**src/hw/rtl/assert_macros.svh**
```systemverilog
// Assertion helpers for the PPM decoder. Each macro names its assertion and
// checks on the rising edge of aclk, outside reset.
`ifndef ASSERT_MACROS_SVH
`define ASSERT_MACROS_SVH
`ifndef SYNTHESIS
// The consequent must hold in the same cycle as the antecedent.
`define PPMD_ASSERT_NOW(lbl, ante, cons) \
    lbl: assert property (@(posedge aclk) disable iff (!aresetn) (ante) |-> (cons)) \
        else $error("ppm decoder assertion failed");
// The consequent must hold in the cycle after the antecedent.
`define PPMD_ASSERT_NEXT(lbl, ante, cons) \
    lbl: assert property (@(posedge aclk) disable iff (!aresetn) (ante) |=> (cons)) \
        else $error("ppm decoder assertion failed");
`else
`define PPMD_ASSERT_NOW(lbl, ante, cons)
`define PPMD_ASSERT_NEXT(lbl, ante, cons)
`endif
`endif

```
**src/hw/rtl/ppmd_pkg.sv**
```systemverilog
package ppmd_pkg;

    // Field widths.
    localparam int TIME_W     = 32;
    localparam int WIDTH_W    = 16;
    localparam int PIN_W      = 8;
    localparam int SLOT_W     = 3;
    localparam int MODE_W     = 3;
    localparam int MODES_W    = 24;
    localparam int CFG_IDX_W  = 2;
    localparam int MAX_CHANNELS     = 8;
    localparam int CHANNELS_DEFAULT = 8;

    // Packed stream data widths.
    localparam int M_TDATA_W = 40;
    localparam int S_TDATA_W = 32;

    // Channel mode codes.
    localparam logic [MODE_W-1:0] MODE_NONE       = 3'd0;
    localparam logic [MODE_W-1:0] MODE_PWM        = 3'd1;
    localparam logic [MODE_W-1:0] MODE_SWITCH     = 3'd2;
    localparam logic [MODE_W-1:0] MODE_INV_SWITCH = 3'd3;
    localparam logic [MODE_W-1:0] MODE_SELECTOR   = 3'd4;

    // Configuration register indexes.
    localparam logic [CFG_IDX_W-1:0] CFG_CHANNEL_MODES    = 2'd0;
    localparam logic [CFG_IDX_W-1:0] CFG_SYNC_GAP         = 2'd1;
    localparam logic [CFG_IDX_W-1:0] CFG_SWITCH_THRESHOLD = 2'd2;

    // Register reset values.
    localparam logic [WIDTH_W-1:0] SYNC_GAP_RESET  = 16'd3000;
    localparam logic [WIDTH_W-1:0] THRESHOLD_RESET = 16'd1500;

    // One decoded result per edge.
    typedef struct packed {
        logic                frame_active;
        logic                width_valid;
        logic [WIDTH_W-1:0]  channel_width_us;
        logic [SLOT_W-1:0]   closed_channel;
        logic [PIN_W-1:0]    secondary_pins;
        logic [PIN_W-1:0]    primary_pins;
    } ppmd_result_t;

endpackage

```
**src/hw/rtl/ppmd_in_stage.sv**
```systemverilog
module ppmd_in_stage (
    input  logic                          aclk,
    input  logic                          aresetn,
    input  logic                          s_tvalid,
    output logic                          s_tready,
    input  logic [ppmd_pkg::TIME_W-1:0]   s_tdata,
    input  logic                          down_ready,
    output logic                          item_valid,
    output logic                          item_advance,
    output logic [ppmd_pkg::TIME_W-1:0]   item_time
);

    logic                        in_valid_reg;
    logic                        in_valid_next;
    logic [ppmd_pkg::TIME_W-1:0] in_time_reg;

    // The held edge moves on whenever the result register can take it.
    assign item_advance = in_valid_reg && down_ready;
    assign s_tready     = !in_valid_reg || down_ready;
    assign item_valid   = in_valid_reg;
    assign item_time    = in_time_reg;

    // Occupancy of the input register.
    always_comb begin
        in_valid_next = in_valid_reg;
        if (s_tvalid && s_tready) begin
            in_valid_next = 1'b1;
        end else if (item_advance) begin
            in_valid_next = 1'b0;
        end
    end

    always_ff @(posedge aclk) begin
        if (!aresetn) begin
            in_valid_reg <= 1'b0;
        end else begin
            in_valid_reg <= in_valid_next;
        end
    end

    // Timestamp capture; no reset needed for payload.
    always_ff @(posedge aclk) begin
        if (s_tvalid && s_tready) begin
            in_time_reg <= s_tdata;
        end
    end

endmodule

```
**src/hw/rtl/ppmd_core.sv**
```systemverilog
module ppmd_core #(
    parameter int CHANNELS = ppmd_pkg::CHANNELS_DEFAULT
) (
    input  logic                              aclk,
    input  logic                              aresetn,
    input  logic                              cfg_write,
    input  logic [ppmd_pkg::CFG_IDX_W-1:0]    cfg_index,
    input  logic [ppmd_pkg::MODES_W-1:0]      cfg_wdata,
    input  logic                              item_advance,
    input  logic [ppmd_pkg::TIME_W-1:0]       item_time,
    output ppmd_pkg::ppmd_result_t            result
);

    localparam int STORE_IDX_W = (CHANNELS > 1) ? $clog2(CHANNELS) : 1;
    localparam logic [ppmd_pkg::SLOT_W-1:0] LAST_SLOT = ppmd_pkg::SLOT_W'(CHANNELS - 1);

    // Configuration registers.
    logic [ppmd_pkg::MODES_W-1:0] modes_reg, modes_next;
    logic [ppmd_pkg::WIDTH_W-1:0] sync_gap_reg, sync_gap_next;
    logic [ppmd_pkg::WIDTH_W-1:0] threshold_reg, threshold_next;

    // Decoder state.
    logic                          in_frame_reg, in_frame_next;
    logic                          edge_seen_reg, edge_seen_next;
    logic [ppmd_pkg::SLOT_W-1:0]   slot_reg, slot_next;
    logic [ppmd_pkg::TIME_W-1:0]   prev_time_reg, prev_time_next;
    logic [ppmd_pkg::PIN_W-1:0]    primary_reg, primary_next;
    logic [ppmd_pkg::PIN_W-1:0]    secondary_reg, secondary_next;
    logic [ppmd_pkg::WIDTH_W-1:0]  width_store_reg [CHANNELS];
    logic [ppmd_pkg::WIDTH_W-1:0]  width_store_next [CHANNELS];

    // Per-edge working values.
    logic [ppmd_pkg::TIME_W-1:0]   gap;
    logic                          time_advanced;
    logic [ppmd_pkg::WIDTH_W-1:0]  sat_width;
    logic [ppmd_pkg::WIDTH_W-1:0]  closed_width;
    logic [STORE_IDX_W-1:0]        store_idx;
    logic [ppmd_pkg::SLOT_W-1:0]   next_slot;
    logic [ppmd_pkg::MODE_W-1:0]   cur_mode;
    logic [ppmd_pkg::MODE_W-1:0]   next_mode;
    logic [ppmd_pkg::MODE_W-1:0]   first_mode;
    logic [ppmd_pkg::MODE_W-1:0]   new_mode;
    logic                          above;
    logic                          below;

    // Slot width measurement, saturated to sixteen bits.
    always_comb begin
        gap           = item_time - prev_time_reg;
        time_advanced = item_time > prev_time_reg;
        sat_width     = (|gap[ppmd_pkg::TIME_W-1:ppmd_pkg::WIDTH_W]) ? '1
                                                                      : gap[ppmd_pkg::WIDTH_W-1:0];
        store_idx     = slot_reg[STORE_IDX_W-1:0];
        closed_width  = time_advanced ? sat_width : width_store_reg[store_idx];
        above         = closed_width > threshold_reg;
        below         = closed_width < threshold_reg;
        next_slot     = slot_reg + 1'b1;
        cur_mode      = modes_reg[ppmd_pkg::MODE_W*slot_reg +: ppmd_pkg::MODE_W];
        next_mode     = modes_reg[ppmd_pkg::MODE_W*next_slot +: ppmd_pkg::MODE_W];
        first_mode    = modes_reg[ppmd_pkg::MODE_W-1:0];
    end

    // Edge handling, then configuration writes.
    always_comb begin
        modes_next     = modes_reg;
        sync_gap_next  = sync_gap_reg;
        threshold_next = threshold_reg;
        in_frame_next  = in_frame_reg;
        edge_seen_next = edge_seen_reg;
        slot_next      = slot_reg;
        prev_time_next = prev_time_reg;
        primary_next   = primary_reg;
        secondary_next = secondary_reg;
        width_store_next = width_store_reg;
        new_mode       = ppmd_pkg::MODE_NONE;

        result                  = '0;

        if (item_advance) begin
            if (in_frame_reg) begin
                // The edge closes the current slot.
                if (time_advanced) begin
                    width_store_next[store_idx] = sat_width;
                end
                result.closed_channel   = slot_reg;
                result.channel_width_us = closed_width;
                result.width_valid      = 1'b1;
                case (cur_mode)
                    ppmd_pkg::MODE_PWM: begin
                        primary_next[slot_reg] = 1'b0;
                    end
                    ppmd_pkg::MODE_SWITCH: begin
                        primary_next[slot_reg] = above;
                    end
                    ppmd_pkg::MODE_INV_SWITCH: begin
                        primary_next[slot_reg] = below;
                    end
                    ppmd_pkg::MODE_SELECTOR: begin
                        secondary_next[slot_reg] = above;
                        primary_next[slot_reg]   = !above;
                    end
                    default: begin
                    end
                endcase
                // Either the frame ends or the next slot opens.
                if (slot_reg == LAST_SLOT) begin
                    slot_next     = '0;
                    in_frame_next = 1'b0;
                end else begin
                    slot_next = next_slot;
                    if (next_mode == ppmd_pkg::MODE_PWM) begin
                        primary_next[next_slot] = 1'b1;
                    end
                end
            end else if (edge_seen_reg &&
                         (gap > {{(ppmd_pkg::TIME_W-ppmd_pkg::WIDTH_W){1'b0}}, sync_gap_reg})) begin
                // A long enough gap is the sync pulse: slot 0 opens.
                in_frame_next = 1'b1;
                slot_next     = '0;
                if (first_mode == ppmd_pkg::MODE_PWM) begin
                    primary_next[0] = 1'b1;
                end
            end
            prev_time_next = item_time;
            edge_seen_next = 1'b1;
        end

        result.primary_pins   = primary_next;
        result.secondary_pins = secondary_next;
        result.frame_active   = in_frame_next;

        // Register writes; a new mode word parks the outputs of used channels.
        if (cfg_write) begin
            case (cfg_index)
                ppmd_pkg::CFG_CHANNEL_MODES: begin
                    modes_next = cfg_wdata;
                    for (int c = 0; c < CHANNELS; c++) begin
                        new_mode = cfg_wdata[ppmd_pkg::MODE_W*c +: ppmd_pkg::MODE_W];
                        if (new_mode != ppmd_pkg::MODE_NONE) begin
                            primary_next[c] = 1'b0;
                        end
                        if (new_mode == ppmd_pkg::MODE_SELECTOR) begin
                            secondary_next[c] = 1'b0;
                        end
                    end
                end
                ppmd_pkg::CFG_SYNC_GAP: begin
                    sync_gap_next = cfg_wdata[ppmd_pkg::WIDTH_W-1:0];
                end
                ppmd_pkg::CFG_SWITCH_THRESHOLD: begin
                    threshold_next = cfg_wdata[ppmd_pkg::WIDTH_W-1:0];
                end
                default: begin
                end
            endcase
        end
    end

    always_ff @(posedge aclk) begin
        if (!aresetn) begin
            modes_reg     <= '0;
            sync_gap_reg  <= ppmd_pkg::SYNC_GAP_RESET;
            threshold_reg <= ppmd_pkg::THRESHOLD_RESET;
            in_frame_reg  <= 1'b0;
            edge_seen_reg <= 1'b0;
            slot_reg      <= '0;
            prev_time_reg <= '0;
            primary_reg   <= '0;
            secondary_reg <= '0;
            for (int c = 0; c < CHANNELS; c++) begin
                width_store_reg[c] <= '0;
            end
        end else begin
            modes_reg       <= modes_next;
            sync_gap_reg    <= sync_gap_next;
            threshold_reg   <= threshold_next;
            in_frame_reg    <= in_frame_next;
            edge_seen_reg   <= edge_seen_next;
            slot_reg        <= slot_next;
            prev_time_reg   <= prev_time_next;
            primary_reg     <= primary_next;
            secondary_reg   <= secondary_next;
            width_store_reg <= width_store_next;
        end
    end

endmodule

```
**src/hw/rtl/ppmd_out_stage.sv**
```systemverilog
module ppmd_out_stage (
    input  logic                               aclk,
    input  logic                               aresetn,
    input  logic                               load,
    input  ppmd_pkg::ppmd_result_t             result,
    output logic                               load_ready,
    output logic                               m_tvalid,
    input  logic                               m_tready,
    output logic [ppmd_pkg::M_TDATA_W-1:0]     m_tdata,
    output logic                               m_tuser
);

    logic                   out_valid_reg;
    logic                   out_valid_next;
    ppmd_pkg::ppmd_result_t out_data_reg;

    // The register can be refilled in the cycle its content is taken.
    assign load_ready = !out_valid_reg || m_tready;
    assign m_tvalid   = out_valid_reg;

    // Pack the result fields from the lowest bit up.
    assign m_tdata = {4'b0000,
                      out_data_reg.frame_active,
                      out_data_reg.channel_width_us,
                      out_data_reg.closed_channel,
                      out_data_reg.secondary_pins,
                      out_data_reg.primary_pins};
    assign m_tuser = out_data_reg.width_valid;

    always_comb begin
        out_valid_next = out_valid_reg;
        if (load) begin
            out_valid_next = 1'b1;
        end else if (m_tready) begin
            out_valid_next = 1'b0;
        end
    end

    always_ff @(posedge aclk) begin
        if (!aresetn) begin
            out_valid_reg <= 1'b0;
        end else begin
            out_valid_reg <= out_valid_next;
        end
    end

    always_ff @(posedge aclk) begin
        if (load) begin
            out_data_reg <= result;
        end
    end

endmodule

```
**src/hw/rtl/ppm_frame_decoder_outputs.sv**
```systemverilog
// PPM frame decoder with one output pair per channel.
// The s_ channel takes one request per rising edge of the PPM train: s_tdata
// carries the free-running microsecond timestamp of that edge. For every edge
// the m_ channel returns one request with the current output pins and, when
// the edge closed a channel slot, that slot's index and measured width.
// The cfg_ channel writes the mode word, the sync gap and the switch
// threshold; it is always ready and is meant to be used while no edge is in
// flight.
// An accepted edge passes from the input register to the result register,
// which raises m_tvalid: the input register holds the edge while the slot
// logic feeds the result register. One edge is accepted every cycle while
// the receiver keeps m_tready high; the rate is set by the single update of
// the slot state.
// Reset clears the frame state, the stored widths and all pins, and loads the
// register defaults. When the receiver stalls, the result register holds its
// request, the input register takes one more edge, and s_tready then falls
// until m_tready returns.
module ppm_frame_decoder_outputs #(
    parameter int CHANNELS = ppmd_pkg::CHANNELS_DEFAULT
) (
    input  logic                              aclk,
    input  logic                              aresetn,
    input  logic                              s_tvalid,
    output logic                              s_tready,
    // [31:0] edge_time_us
    input  logic [ppmd_pkg::S_TDATA_W-1:0]    s_tdata,
    output logic                              m_tvalid,
    input  logic                              m_tready,
    // [7:0] primary_pins, [15:8] secondary_pins, [18:16] closed_channel,
    // [34:19] channel_width_us, [35] frame_active, [39:36] zero
    output logic [ppmd_pkg::M_TDATA_W-1:0]    m_tdata,
    // [0] width_valid
    output logic                              m_tuser,
    input  logic                              cfg_valid,
    output logic                              cfg_ready,
    input  logic [ppmd_pkg::CFG_IDX_W-1:0]    cfg_index,
    input  logic [ppmd_pkg::MODES_W-1:0]      cfg_wdata
);

`include "assert_macros.svh"

    logic                          down_ready;
    logic                          item_valid;
    logic                          item_advance;
    logic [ppmd_pkg::TIME_W-1:0]   item_time;
    ppmd_pkg::ppmd_result_t        result;

    // Register writes are taken at once.
    assign cfg_ready = 1'b1;

    // Input register.
    ppmd_in_stage u_in_stage (
        .aclk         (aclk),
        .aresetn      (aresetn),
        .s_tvalid     (s_tvalid),
        .s_tready     (s_tready),
        .s_tdata      (s_tdata),
        .down_ready   (down_ready),
        .item_valid   (item_valid),
        .item_advance (item_advance),
        .item_time    (item_time)
    );

    // Slot decoding, configuration and pin state.
    ppmd_core #(
        .CHANNELS (CHANNELS)
    ) u_core (
        .aclk         (aclk),
        .aresetn      (aresetn),
        .cfg_write    (cfg_valid && cfg_ready),
        .cfg_index    (cfg_index),
        .cfg_wdata    (cfg_wdata),
        .item_advance (item_advance),
        .item_time    (item_time),
        .result       (result)
    );

    // Result register.
    ppmd_out_stage u_out_stage (
        .aclk       (aclk),
        .aresetn    (aresetn),
        .load       (item_advance),
        .result     (result),
        .load_ready (down_ready),
        .m_tvalid   (m_tvalid),
        .m_tready   (m_tready),
        .m_tdata    (m_tdata),
        .m_tuser    (m_tuser)
    );

    // An edge that leaves the input register always lands in the result register.
    `PPMD_ASSERT_NEXT(a_advance_fills_out, item_advance, m_tvalid)
    // A held edge is never blocked while the result register is empty.
    `PPMD_ASSERT_NOW(a_no_idle_stall, item_valid && !m_tvalid, item_advance)
    // Without a closed slot the index and width read as zero.
    `PPMD_ASSERT_NOW(a_unclosed_zero, m_tvalid && !m_tuser,
                     (m_tdata[18:16] == 3'd0) && (m_tdata[34:19] == 16'd0))

endmodule

```
**config.mk**
```make
export PLATFORM = sky130hd
export DESIGN_NAME = ppm_frame_decoder_outputs
export DESIGN_NICKNAME = d
export VERILOG_FILES = /design/src/hw/rtl/ppmd_pkg.sv /design/src/hw/rtl/ppmd_in_stage.sv /design/src/hw/rtl/ppmd_core.sv /design/src/hw/rtl/ppmd_out_stage.sv /design/src/hw/rtl/ppm_frame_decoder_outputs.sv
export VERILOG_INCLUDE_DIRS = /design/src /design/src/hw/rtl
export SDC_FILE = /design/constraint.sdc
export NUM_CORES = 1
export LEC_CHECK = 0
export BUFFER_PORTS_ARGS = -buffer_cell sky130_fd_sc_hd__buf_2
export CAP_MARGIN = 20
export CORE_MARGIN = 2
export CORE_UTILIZATION = 50
export CTS_CLUSTER_SIZE = 30
export DETAILED_ROUTE_END_ITERATION = 8
export PLACE_DENSITY = 0.68
export RECOVER_POWER = 100
export SYNTH_ARGS = -nofsm -noshare
export SYNTH_HDL_FRONTEND = slang
export SYNTH_HIERARCHICAL = 1
export SYNTH_SLANG_ARGS = --single-unit
```
**constraint.sdc**
```tcl
create_clock -name aclk -period 7 [get_ports aclk]
set_input_delay 0.7 -clock aclk [delete_from_list [all_inputs] [get_ports aclk]]
set_output_delay 0.7 -clock aclk [all_outputs]
set_load 0.05 [all_outputs]
```
# ---- Word level (Yosys, flattened, before mapping)
# Index checks and enable logic that the tools add are counted.
dict set report op_classes {
  addsub 2
  multipliers 2
  n_lt_le_gt_ge 10
  n_eq_ne 17
  n_shift 2
  muxes 61
  bitwise_logic 4
  reduce_logical 29
}
# cell count
set ops {}
lappend ops {{$bwmux 128} 1}
lappend ops {{$mux 8} 12}
lappend ops {{$mux 16} 5}
lappend ops {{$bmux 16 s3} 1}
lappend ops {{$demux 16 s3} 1}
lappend ops {{$shiftx 24x6->3} 2}
lappend ops {{$bwmux 8} 4}
lappend ops {{$gt 32x16->1} 1}
lappend ops {{$gt 32x32->1} 1}
lappend ops {{$pmux 8 s4} 1}
lappend ops {{$sub 32x32->32} 1}
lappend ops {{$eq 3x3->1 const B} 10}
lappend ops {{$mux 1} 29}
lappend ops {{$reduce_bool 3->1} 8}
lappend ops {{$mux 20} 1}
lappend ops {{$gt 16x16->1} 1}
lappend ops {{$lt 16x16->1} 1}
lappend ops {{$reduce_or 16->1} 1}
lappend ops {{$mul 2x3->5 const A} 2}
lappend ops {{$eq 3x1->1 const B} 3}
lappend ops {{$mux 3} 3}
lappend ops {{$and 8x8->8} 1}
lappend ops {{$lt 3x4->1 const B} 2}
lappend ops {{$not 8->8} 1}
lappend ops {{other kinds (18)} 34}
dict set report totals {
  register_bits 308
  output_inout_bits 44
  word_cells 153
}

# ---- Depth between registers and ports, before layout
# Gate-level depths: netlist of run 1.
dict set report depth {
  ltp_word 19
  mapped_depth 28
  mapped_depth_nobuf 26
}

# ---- Hierarchy
# Netlist of run 1, hierarchy kept.
# mod instances cells_per_inst area_each_um2
set by_module_without_submodules {}
lappend by_module_without_submodules {ppmd_core 1 1594 12941.2}
lappend by_module_without_submodules {ppmd_out_stage 1 46 1193.6}
lappend by_module_without_submodules {ppmd_in_stage 1 38 1026.0}
lappend by_module_without_submodules {ppm_frame_decoder_outputs 1 2 11.3}

# ---- Worst setup path after synthesis of run 1
# OpenSTA, ideal clock, no wires.
dict set report synth_timing {
  path_type {reg2reg}
  from {register u_in_stage.in_time_reg (netlist bit u_in_stage/item_time[0])}
  to {register u_out_stage.out_data_reg (netlist bit u_out_stage/m_tdata[6]) (data pin)}
  setup_ns 0.254
  t_arrival_ns 5.137
  t_required_ns 6.746
  setup_slack_ns 1.608
  path_stages_with_launch 28
  path_buffers 1
  cell_sequence {edfxtp_1 > inv_1 > ha_1 > fa_1 > nand2b_1 > a21oi_1 > o21ai_1 > a31oi_1 > xnor2_1 > o221ai_1 > nor4_1 > and4b_1 > nand2_1 > clkbuf_1 > o21ai_0 > nand2_1 > ha_1 > a21o_1 > a21o_1 > a211o_1 > o211ai_1 > a31oi_1 > o21a_1 > a21o_1 > a31oi_1 > nor2_1 > a221o_1 > o21a_1}
}
# element line_no
set synth_rtl {}
lappend synth_rtl {{start, declared} ppmd_in_stage.sv:15} ;# logic [ppmd_pkg::TIME_W-1:0] in_time_reg;
lappend synth_rtl {{start signal, assigned} ppmd_in_stage.sv:44} ;# in_time_reg <= s_tdata;
lappend synth_rtl {{end signal, assigned} ppmd_out_stage.sv:49} ;# out_data_reg <= result;
lappend synth_rtl {{end, declared} ppmd_out_stage.sv:15} ;# ppmd_pkg::ppmd_result_t out_data_reg;

==> results of run 1 <==
how the worst max path moves through the flow:
stage,endpoint,start,slack (ns),cells past startpoint
final,u_out_stage/m_tdata[0]$_DFFE_PP_,u_in_stage/item_time[9]$_DFFE_PP_,0.62,26
after detailed placement,u_out_stage/m_tdata[1]$_DFFE_PP_,u_in_stage/item_time[8]$_DFFE_PP_,0.77,25
after floorplan,u_out_stage/m_tdata[6]$_DFFE_PP_,u_in_stage/item_time[0]$_DFFE_PP_,1.61,27
after global placement,u_out_stage/m_tdata[5]$_DFFE_PP_,u_in_stage/item_time[8]$_DFFE_PP_,0.85,25
after global routing,u_out_stage/m_tdata[0]$_DFFE_PP_,u_in_stage/item_time[8]$_DFFE_PP_,0.07,26
after CTS,u_out_stage/m_tdata[1]$_DFFE_PP_,u_in_stage/item_time[8]$_DFFE_PP_,0.74,25
critical path: cells and delay by family (launching register included):
kind                       cells  cell delay (ns)
and+or+nand+nor                7             1.14
AOI/OAI and AO/OA             15             3.48
buffers and inverters          2             0.48
adders and majority gates      2             0.61
DFF                            1             0.40
cells in the mapped netlist, types with 10 or more instances:
cell type and instances:
buf_1 10, ha_1 67, edfxtp_1 69, nor2_2 10, a21oi_1 107, nor4_1 20
o211ai_1 18, and3_1 19, a21o_1 13, buf_2 17, xnor2_1 17, o22ai_1 60
a211oi_1 128, mux2i_1 36, dfxtp_1 239, o21a_1 22, nand3_1 24, inv_1 82
a211oi_2 14, nor3_1 16, clkbuf_1 76, nand2_1 182, nand4_1 10, o21ai_0 41
nor2_1 218
area by class of cell:
cell class                      count  area (sq um)
Inverter                           83           317
Clock inverter                     12           101
Multi-Input combinational cell   1175          7380
Tap cell                          390           488
Fill cell                        2710         13000
Sequential cell                   308          6860
Clock buffer                       52          1030
Timing Repair Buffer              123           612
stage by stage:
step	power (W)	area [sq um]	cells
2_1_floorplan	0.00231	15200	1683
4_1_cts	0.00426	16900	2143
6_report	0.00422	16800	2143
3_3_place_gp	0.00246	15800	2079
5_1_grt	0.00438	16800	2143
3_5_place_dp	0.00247	15800	2079
metal layers:
| layer | vias to the layer above | share of wire | GRT usage | wire (um) |
|---|---|---|---|---|
| li1 | 6151 | - | - | - |
| met1 | 6102 | 0.45 | 0.365 | 18600 |
| met2 | 416 | 0.47 | 0.426 | 19400 |
| met3 | 68 | 0.066 | 0.0358 | 2770 |
| met4 | 0 | 0.022 | 0.0742 | 908 |
| met5 | - | 0 | 0 | 0 |
power breakdown:
part,switching (W),internal (W)
Clock,0.000731,0.00106
Sequential,0.0000218,0.00186
Combinational,0.000358,0.000185
logic make-up after synthesis:
| logic type | Yosys count | synth area share |
|---|---|---|
| and+or+nand+nor | 551 | 0.164 |
| muxes | 50 | 0.0379 |
| AOI/OAI and AO/OA | 477 | 0.219 |
| xor gates and xnor gates | 24 | 0.0139 |
| DFF | 308 | 0.452 |
| buffers and inverters | 200 | 0.0561 |
| adders and majority gates | 68 | 0.0566 |
| other | 2 | 0.000495 |
==> impl_metrics.ini, run 1 <==
[detailed_routing]
ant_nets = 0
wl_per_cell_um = 19.5
firstDrtPassIters = 6
drt_iter0_markers = 1098
drt_wl_total_mm = 41.7
viasPerCell = 5.94
route.vias.total = 12700
drc = 0

[synth]
synth-edff-count = 69
synth_area_leaders = dfxtp_1, edfxtp_1, a211oi_1
synth_top_area_cell = dfxtp_1
ys_ff_latch = 308
synthFlopType = dfxtp_1
synth_top_area_frac = 0.315
yosysWarningCount = 6
syn_inst = 1680
ys_seq_area_frac = 0.452
syn_area_per_cell_sq_um = 9.03
synth.cell_area_sq_um = 15200
yosys.cell_types.count = 85
async_flop_share = 0

[clocking]
root_buffer = clkbuf_16
cts.reportedPaths.clkPinSlew_ns = 0.06
clock_path_buffers = 3
cts_tree = done
holdBufCountCts = 0
cts_resized = 0
cts_sinks = 308
cts-htree-levels = 2
clk_latency_ns = 0.53
cts_setup_buffers = 0
cts_made_buffers = 35

[die]
start_util = 0.509
chipHeight_um = 178
die_x_um = 178
num_rows = 63
io_pins = 107
core-area_sq_um = 29800
dieArea_sq_um = 31800

[timing]
fin_ws_ns = 0.621
hold_ws_ns = 0.353
setup_viol = 0
skew_ns = 0.0264
tns_ns = 0
tightest_slew_ns = 2.34
rsz0062_at_grt = false
max_freq_mhz = 157
slew_headroom = -0.557
final.period_utilization = 0.911
period_needed_ns = 6.38
hold_viol_final = 0
maxSlewViolCount = 110

[critical_path]
r2r_start = u_in_stage/item_time[9]$_DFFE_PP_
cp-end-kind = flop
crit_fanout = 32
cp.required_ns = 7.26
max_stage_delay_ns = 0.46
r2r_cells = 26
cp-start-kind = flop
r2r_slack_ns = 0.62
critPathArrivalTime_ns = 6.64
crit_type = flop to flop
r2r-end = u_out_stage/m_tdata[0]$_DFFE_PP_
cp_slowest_cell = o211ai_1

[global_routing]
grt_usage = 0.262
grt_pass1_wl_mm = 65.4
grt_pass1_vias = 11900
grt_max_degree = 112
gr-total-overflow = 0
antenna_found_initial = 0

[cells_and_area]
drive_above_1_share = 0.0998
num_antenna_cells = 0
final_cell_mix = dfxtp_1, nor2_1, nand2_1
area_delta_synth_final_pct = 10.7
final_nets = 1857
fin_util = 0.563
layout_commonest_cell = dfxtp_1
largest_reg_flops = 128

[placement]
pre_cts_slack_ns = 0.768
dp_hpwl_mm = 28.8
portBuffers = 101
routabilityCongestion = 0.952

[power]
power_leakage_nw = 6.15
power.density_nw_per_um2 = 251
peakVddDrop_mv = 0.232

[hold_path]
holdPathStages = 1
hold_path.class = primary input to flop
hold_start = s_tdata[2]
worstHoldEndpoint = u_in_stage/item_time[2]$_DFFE_PP_

[status]
status = finished, violations left
violations = max-capacitance violations, max-slew violations

[job]
max_cap_violations = 3
Note: power is estimated with default switching activity, not from simulation.
==> run 2: changes to the inputs <==
==> constraint.sdc (replaced) <==
create_clock -name aclk -period 7 [get_ports aclk]
set_input_delay 1.4 -clock aclk [delete_from_list [all_inputs] [get_ports aclk]]
set_output_delay 1.4 -clock aclk [all_outputs]
set_load 0.05 [all_outputs]
==> impl_metrics.ini, run 2 (synthesis gave the netlist of run 1 again) <==
[status]
status = finished, violations left
violations = max-capacitance violations, max-slew violations

[power]
peakVddDrop_mv = 0.203
power_leakage_nw = 6.11
power.density_nw_per_um2 = 250
p_total_w = 0.00419

[critical_path]
cpLargestDelayFamily = compound AO/OA/AOI/OAI gates
cp.required_ns = 7.26
max_stage_delay_ns = 0.46
r2r_start = u_in_stage/item_time[8]$_DFFE_PP_
worstSetupStartpoint = u_in_stage/item_time[8]$_DFFE_PP_
r2r_slack_ns = 0.49
r2r_cells = 25
cp_slowest_cell = a221o_1
crit_end = u_out_stage/m_tdata[6]$_DFFE_PP_
cp-start-kind = flop
cp.depth = 25
crit_type = flop to flop
r2r-end = u_out_stage/m_tdata[6]$_DFFE_PP_
cp-end-kind = flop
critPathArrivalTime_ns = 6.76
cp.buffers_inverters = 1
crit_fanout = 32

[clocking]
cts_sinks = 308
cts_tree = done
cts_resized = 0
clk_latency_ns = 0.52
cts_made_buffers = 34
holdBufCountCts = 0
cts_setup_buffers = 0
cts.reportedPaths.clkPinSlew_ns = 0.06
cts-htree-levels = 2
clock_path_buffers = 3
root_buffer = clkbuf_16

[detailed_routing]
drt_iter0_markers = 1082
drt_wl_total_mm = 42.1
ant_nets = 0
drc = 0
viasPerCell = 5.94
route.vias.total = 12700
wl_per_cell_um = 19.7
firstDrtPassIters = 8

[die]
start_util = 0.509
core-area_sq_um = 29800
io_pins = 107
dieArea_sq_um = 31800
die_x_um = 178
chipHeight_um = 178
num_rows = 63

[job]
max_cap_violations = 4

[timing]
tns_ns = 0
slew_headroom = -1.45
setup_viol = 0
rsz0062_at_grt = false
hold_viol_final = 0
period_needed_ns = 6.51
final.period_utilization = 0.930
skew_ns = 0.0185
maxSlewViolCount = 227
tightest_slew_ns = 3.68
max_freq_mhz = 154

[cells_and_area]
fillers = 2742
seq_area_sq_um = 6860
layout_commonest_cell = dfxtp_1
final_cell_mix = dfxtp_1, nor2_1, nand2_1
num_antenna_cells = 0
drive_above_1_share = 0.0983
final_nets = 1856
largest_reg_flops = 128
multiInputGateArea_sq_um = 7390
area_delta_synth_final_pct = 10.3

[global_routing]
gr-total-overflow = 0
antenna_found_initial = 0
grt_usage = 0.262
grt_pass1_vias = 11800
grt_pass1_wl_mm = 65.4
grt_max_degree = 117

[placement]
dp_hpwl_mm = 28.9
portBuffers = 101
routabilityCongestion = 0.959

[hold_path]
hold_path.class = flop to flop
hold_start = u_core/threshold_reg[11]$_SDFFE_PN0P_
[run 2: power breakdown]
| group | internal [W] | switching [W] | leakage (nW) |
|---|---|---|---|
| Sequential | 0.00186 | 0.0000221 | 2.61 |
| Clock | 0.00105 | 0.000709 | 0.538 |
| Combinational | 0.000186 | 0.000363 | 2.96 |
[run 2: worst reg2reg max path, delay by kind of cell, from the launching register on]
kind            cells  cell delay (ns)
compound gates     16             3.66
simple gates        6             1.32
fa+ha+maj           2             0.60
flops               1             0.40
buf+inv             1             0.27
[run 2: worst min-delay path by stage]
stage,endpoint,slack (ns),depth (start not counted)
2_1_floorplan,u_core/sync_gap_reg[10]$_SDFFE_PN0P_,0.44,2
3_3_place_gp,u_core/sync_gap_reg[10]$_SDFFE_PN0P_,0.44,2
3_5_place_dp,u_core/threshold_reg[11]$_SDFFE_PN0P_,0.45,2
4_1_cts,u_core/threshold_reg[11]$_SDFFE_PN0P_,0.46,2
5_1_grt,u_core/threshold_reg[11]$_SDFFE_PN0P_,0.47,2
6_report,u_core/threshold_reg[11]$_SDFFE_PN0P_,0.45,2
[run 2: layer usage]
metal | track usage | up-vias | part of all wire | wire length (um)
met3 | 0.0443 | 66 | 0.077 | 3260
met4 | 0.0772 | 0 | 0.023 | 966
met2 | 0.425 | 516 | 0.47 | 19600
met5 | 0 | - | 0 | 0
met1 | 0.360 | 5987 | 0.43 | 18200
li1 | - | 6151 | - | -
[run 2: final cells by class]
cell class,count,area share
clock buffers,52,0.0591
clock inverters,9,0.00590
inverters,83,0.0186
multi-input cells,1175,0.441
flip-flops and latches,308,0.410
well taps,390,0.0291
repair buffers,123,0.0365
[run 2: metrics by stage]
stage	cells	util	area (sq um)	hold slack, ns	setup slack (ns)
2_1_floorplan	1683	-	15200	0.436	1.61
3_3_place_gp	2079	0.531	15800	0.445	0.853
3_5_place_dp	2079	0.531	15800	0.447	0.677
4_1_cts	2140	0.567	16900	0.456	0.667
5_1_grt	2140	0.562	16700	0.470	0.142
6_report	2140	0.562	16700	0.454	0.491
==> run 3: changes to the inputs <==
SYNTH_HIERARCHICAL = not set   (was 1)
==> impl_metrics.ini, run 3 <==
[critical_path]
cpMostUsedCell = a21oi_1
crit_type = flop to flop
critPathArrivalTime_ns = 6.91
cp.required_ns = 7.46
cp-end-kind = flop
cp-start-kind = flop
worstSetupStartpoint = u_in_stage.item_time[4]$_DFFE_PP_
r2r_start = u_in_stage.item_time[4]$_DFFE_PP_
cp_slowest_cell = or4_4
max_stage_delay_ns = 0.56
crit_fanout = 15

[status]
status = finished, violations left
violations = max-capacitance violations, max-slew violations

[detailed_routing]
route.vias.total = 13200
firstDrtPassIters = 6
drt_wl_total_mm = 43.2
drt_iter0_markers = 1457
ant_nets = 0
wl_per_cell_um = 19.6
drc = 0
viasPerCell = 5.98

[synth]
yosys.cell_types.count = 82
syn_inst = 1742
synth_top_area_cell = dfxtp_1
async_flop_share = 0
ys_ff_latch = 308
synth.cell_area_sq_um = 15200
synthFlopType = dfxtp_1
synth_top_area_frac = 0.314
synth_area_leaders = dfxtp_1, edfxtp_1, a21oi_1
synth-edff-count = 69
synth_commonest_cells = dfxtp_1, nand2_1, a21oi_1
yosysWarningCount = 0
synth.most_common_cell = dfxtp_1
syn_area_per_cell_sq_um = 8.74
ys_seq_area_frac = 0.450

[clocking]
cts_made_buffers = 35
clock_path_buffers = 3
cts.reportedPaths.clkPinSlew_ns = 0.06
cts_tree = done
cts-htree-levels = 2
cts_sinks = 308
clk_latency_ns = 0.53
holdBufCountCts = 0
cts_setup_buffers = 0
root_buffer = clkbuf_16

[timing]
hold_viol_final = 0
tns_ns = 0
skew_ns = 0.0152
rsz0062_at_grt = false
setup_viol = 0
max_freq_mhz = 155
slew_headroom = -1.71
tightest_slew_ns = 4.06
period_needed_ns = 6.45
maxSlewViolCount = 356
final.period_utilization = 0.921

[die]
num_rows = 63
die_x_um = 179
dieArea_sq_um = 31900
core-area_sq_um = 29800
start_util = 0.511
chipHeight_um = 179
io_pins = 107

[power]
comb_power_share = 0.129
power_leakage_nw = 6.56
switching_share = 0.272
power_frac_seq = 0.449
intPower_w = 0.00305
peakVddDrop_mv = 0.217
power.density_nw_per_um2 = 247
p_clk_frac = 0.422
p_sw_w = 0.00114

[cells_and_area]
largest_reg_flops = 128
drive_above_1_share = 0.100
layout_commonest_cell = dfxtp_1
final_nets = 1918
final_cell_mix = dfxtp_1, nand2_1, a21oi_1
layoutNonFillerInstCount = 2204
area_delta_synth_final_pct = 11.7
fillers = 2698

[hold_path]
hold_start = u_core.prev_time_reg[20]$_SDFFE_PN0P_
hold_path.class = flop to flop

[placement]
routabilityCongestion = 0.926
dp_cells = 2140
portBuffers = 101
dp_hpwl_mm = 29.2

[job]
max_cap_violations = 4

[global_routing]
grt_usage = 0.271
antenna_found_initial = 0
grt_pass1_vias = 12300
grt_max_degree = 241
gr-total-overflow = 0
grt_pass1_wl_mm = 67.5
==> run 3: changes by cell type in the layout (fill, tap and decap cells not counted), moves of 17 or more <==
cell	delta
a211oi_1	-122
a21boi_0	+75
a21oi_1	+86
a22oi_1	+38
mux2i_1	-31
nand2_1	+46
nand4_1	+17
nor2_1	-160
nor2b_1	+18
nor4_1	-19
o21ai_0	+116
o22ai_1	-58
==> run 3: cell families (layout without fill, tap and decap cells) <==
kind of cell | Yosys count | after routing | synth area share
AOI/OAI and AO/OA | 629 | 629 | 0.260
xor gates and xnor gates | 23 | 23 | 0.0132
adders and majority gates | 68 | 68 | 0.0564
buffers and inverters | 223 | 291 | 0.0606
DFF | 308 | 308 | 0.450
muxes | 17 | 17 | 0.0144
other | 2 | 6 | 0.000493
and+or+nand+nor | 472 | 472 | 0.145
==> run 3: path summary, 6_finish.rpt <==
kind | endpoint | slack, ns | cells after the start
worst min register to register | u_core.prev_time_reg[20]$_SDFFE_PN0P_ | 0.47 | 2
worst max register to register | u_core.primary_reg[6]$_SDFF_PN0_ | 0.55 | 25
worst min-delay path | u_core.prev_time_reg[20]$_SDFFE_PN0P_ | 0.47 | 2
worst max-delay path | u_core.primary_reg[6]$_SDFF_PN0_ | 0.55 | 25
==> run 3: stage by stage <==
stage          total power, W  utilization  hold WS (ns)  setup WS [ns]  instance area, sq um
4_1_cts               0.00422        0.575         0.467          0.282                 17100
2_1_floorplan         0.00229            -         0.443           1.04                 15200
6_report              0.00420        0.571         0.465          0.555                 17000
5_1_grt               0.00436        0.571         0.486         0.0847                 17000
3_5_place_dp          0.00245        0.538         0.459          0.290                 16000
3_3_place_gp          0.00245        0.538         0.453          0.578                 16000
==> run 3: area by class of cell <==
class | count | area [sq um] | area share
Inverter | 87 | 327 | 0.0192
Clock inverter | 17 | 163 | 0.00956
Sequential cell | 308 | 6860 | 0.403
Clock buffer | 46 | 947 | 0.0557
Multi-Input combinational cell | 1214 | 7530 | 0.442
Antenna cell | 1 | 2.50 | 0.000147
Tap cell | 390 | 488 | 0.0287
Timing Repair Buffer | 141 | 703 | 0.0413
==> run 3: worst max-delay path: cells and delay by family (launching register included) <==
family / cells / cell delay (ns)
mux: 1 / 0.15
fa+ha+maj: 2 / 0.69
buf+inv: 1 / 0.39
flops: 1 / 0.42
simple gates: 9 / 2.11
compound gates: 12 / 2.61
==> run 3: power groups by stage <==
stage / sequential (W) / clock (W) / combinational, W
4_1_cts: 0.00188 / 0.00180 / 0.000535
5_1_grt: 0.00189 / 0.00188 / 0.000596
6_report: 0.00188 / 0.00177 / 0.000542
2_1_floorplan: 0.00195 / 0 / 0.000342
3_5_place_dp: 0.00192 / 0 / 0.000532
3_3_place_gp: 0.00192 / 0 / 0.000528
==> run 3: per-layer routing <==
metal	vias up	track usage	routed length, um
met5	-	0	0
met4	0	0.0993	1480
met3	110	0.0514	3320
met2	527	0.443	20000
met1	6225	0.357	18500
li1	6310	-	-
==> run 3: timing repair <==
item / in CTS / in global routing
resized for setup: 0 / 3
endpoints found under the hold margin: 0 / 0
setup endpoints to repair: 0 / 16
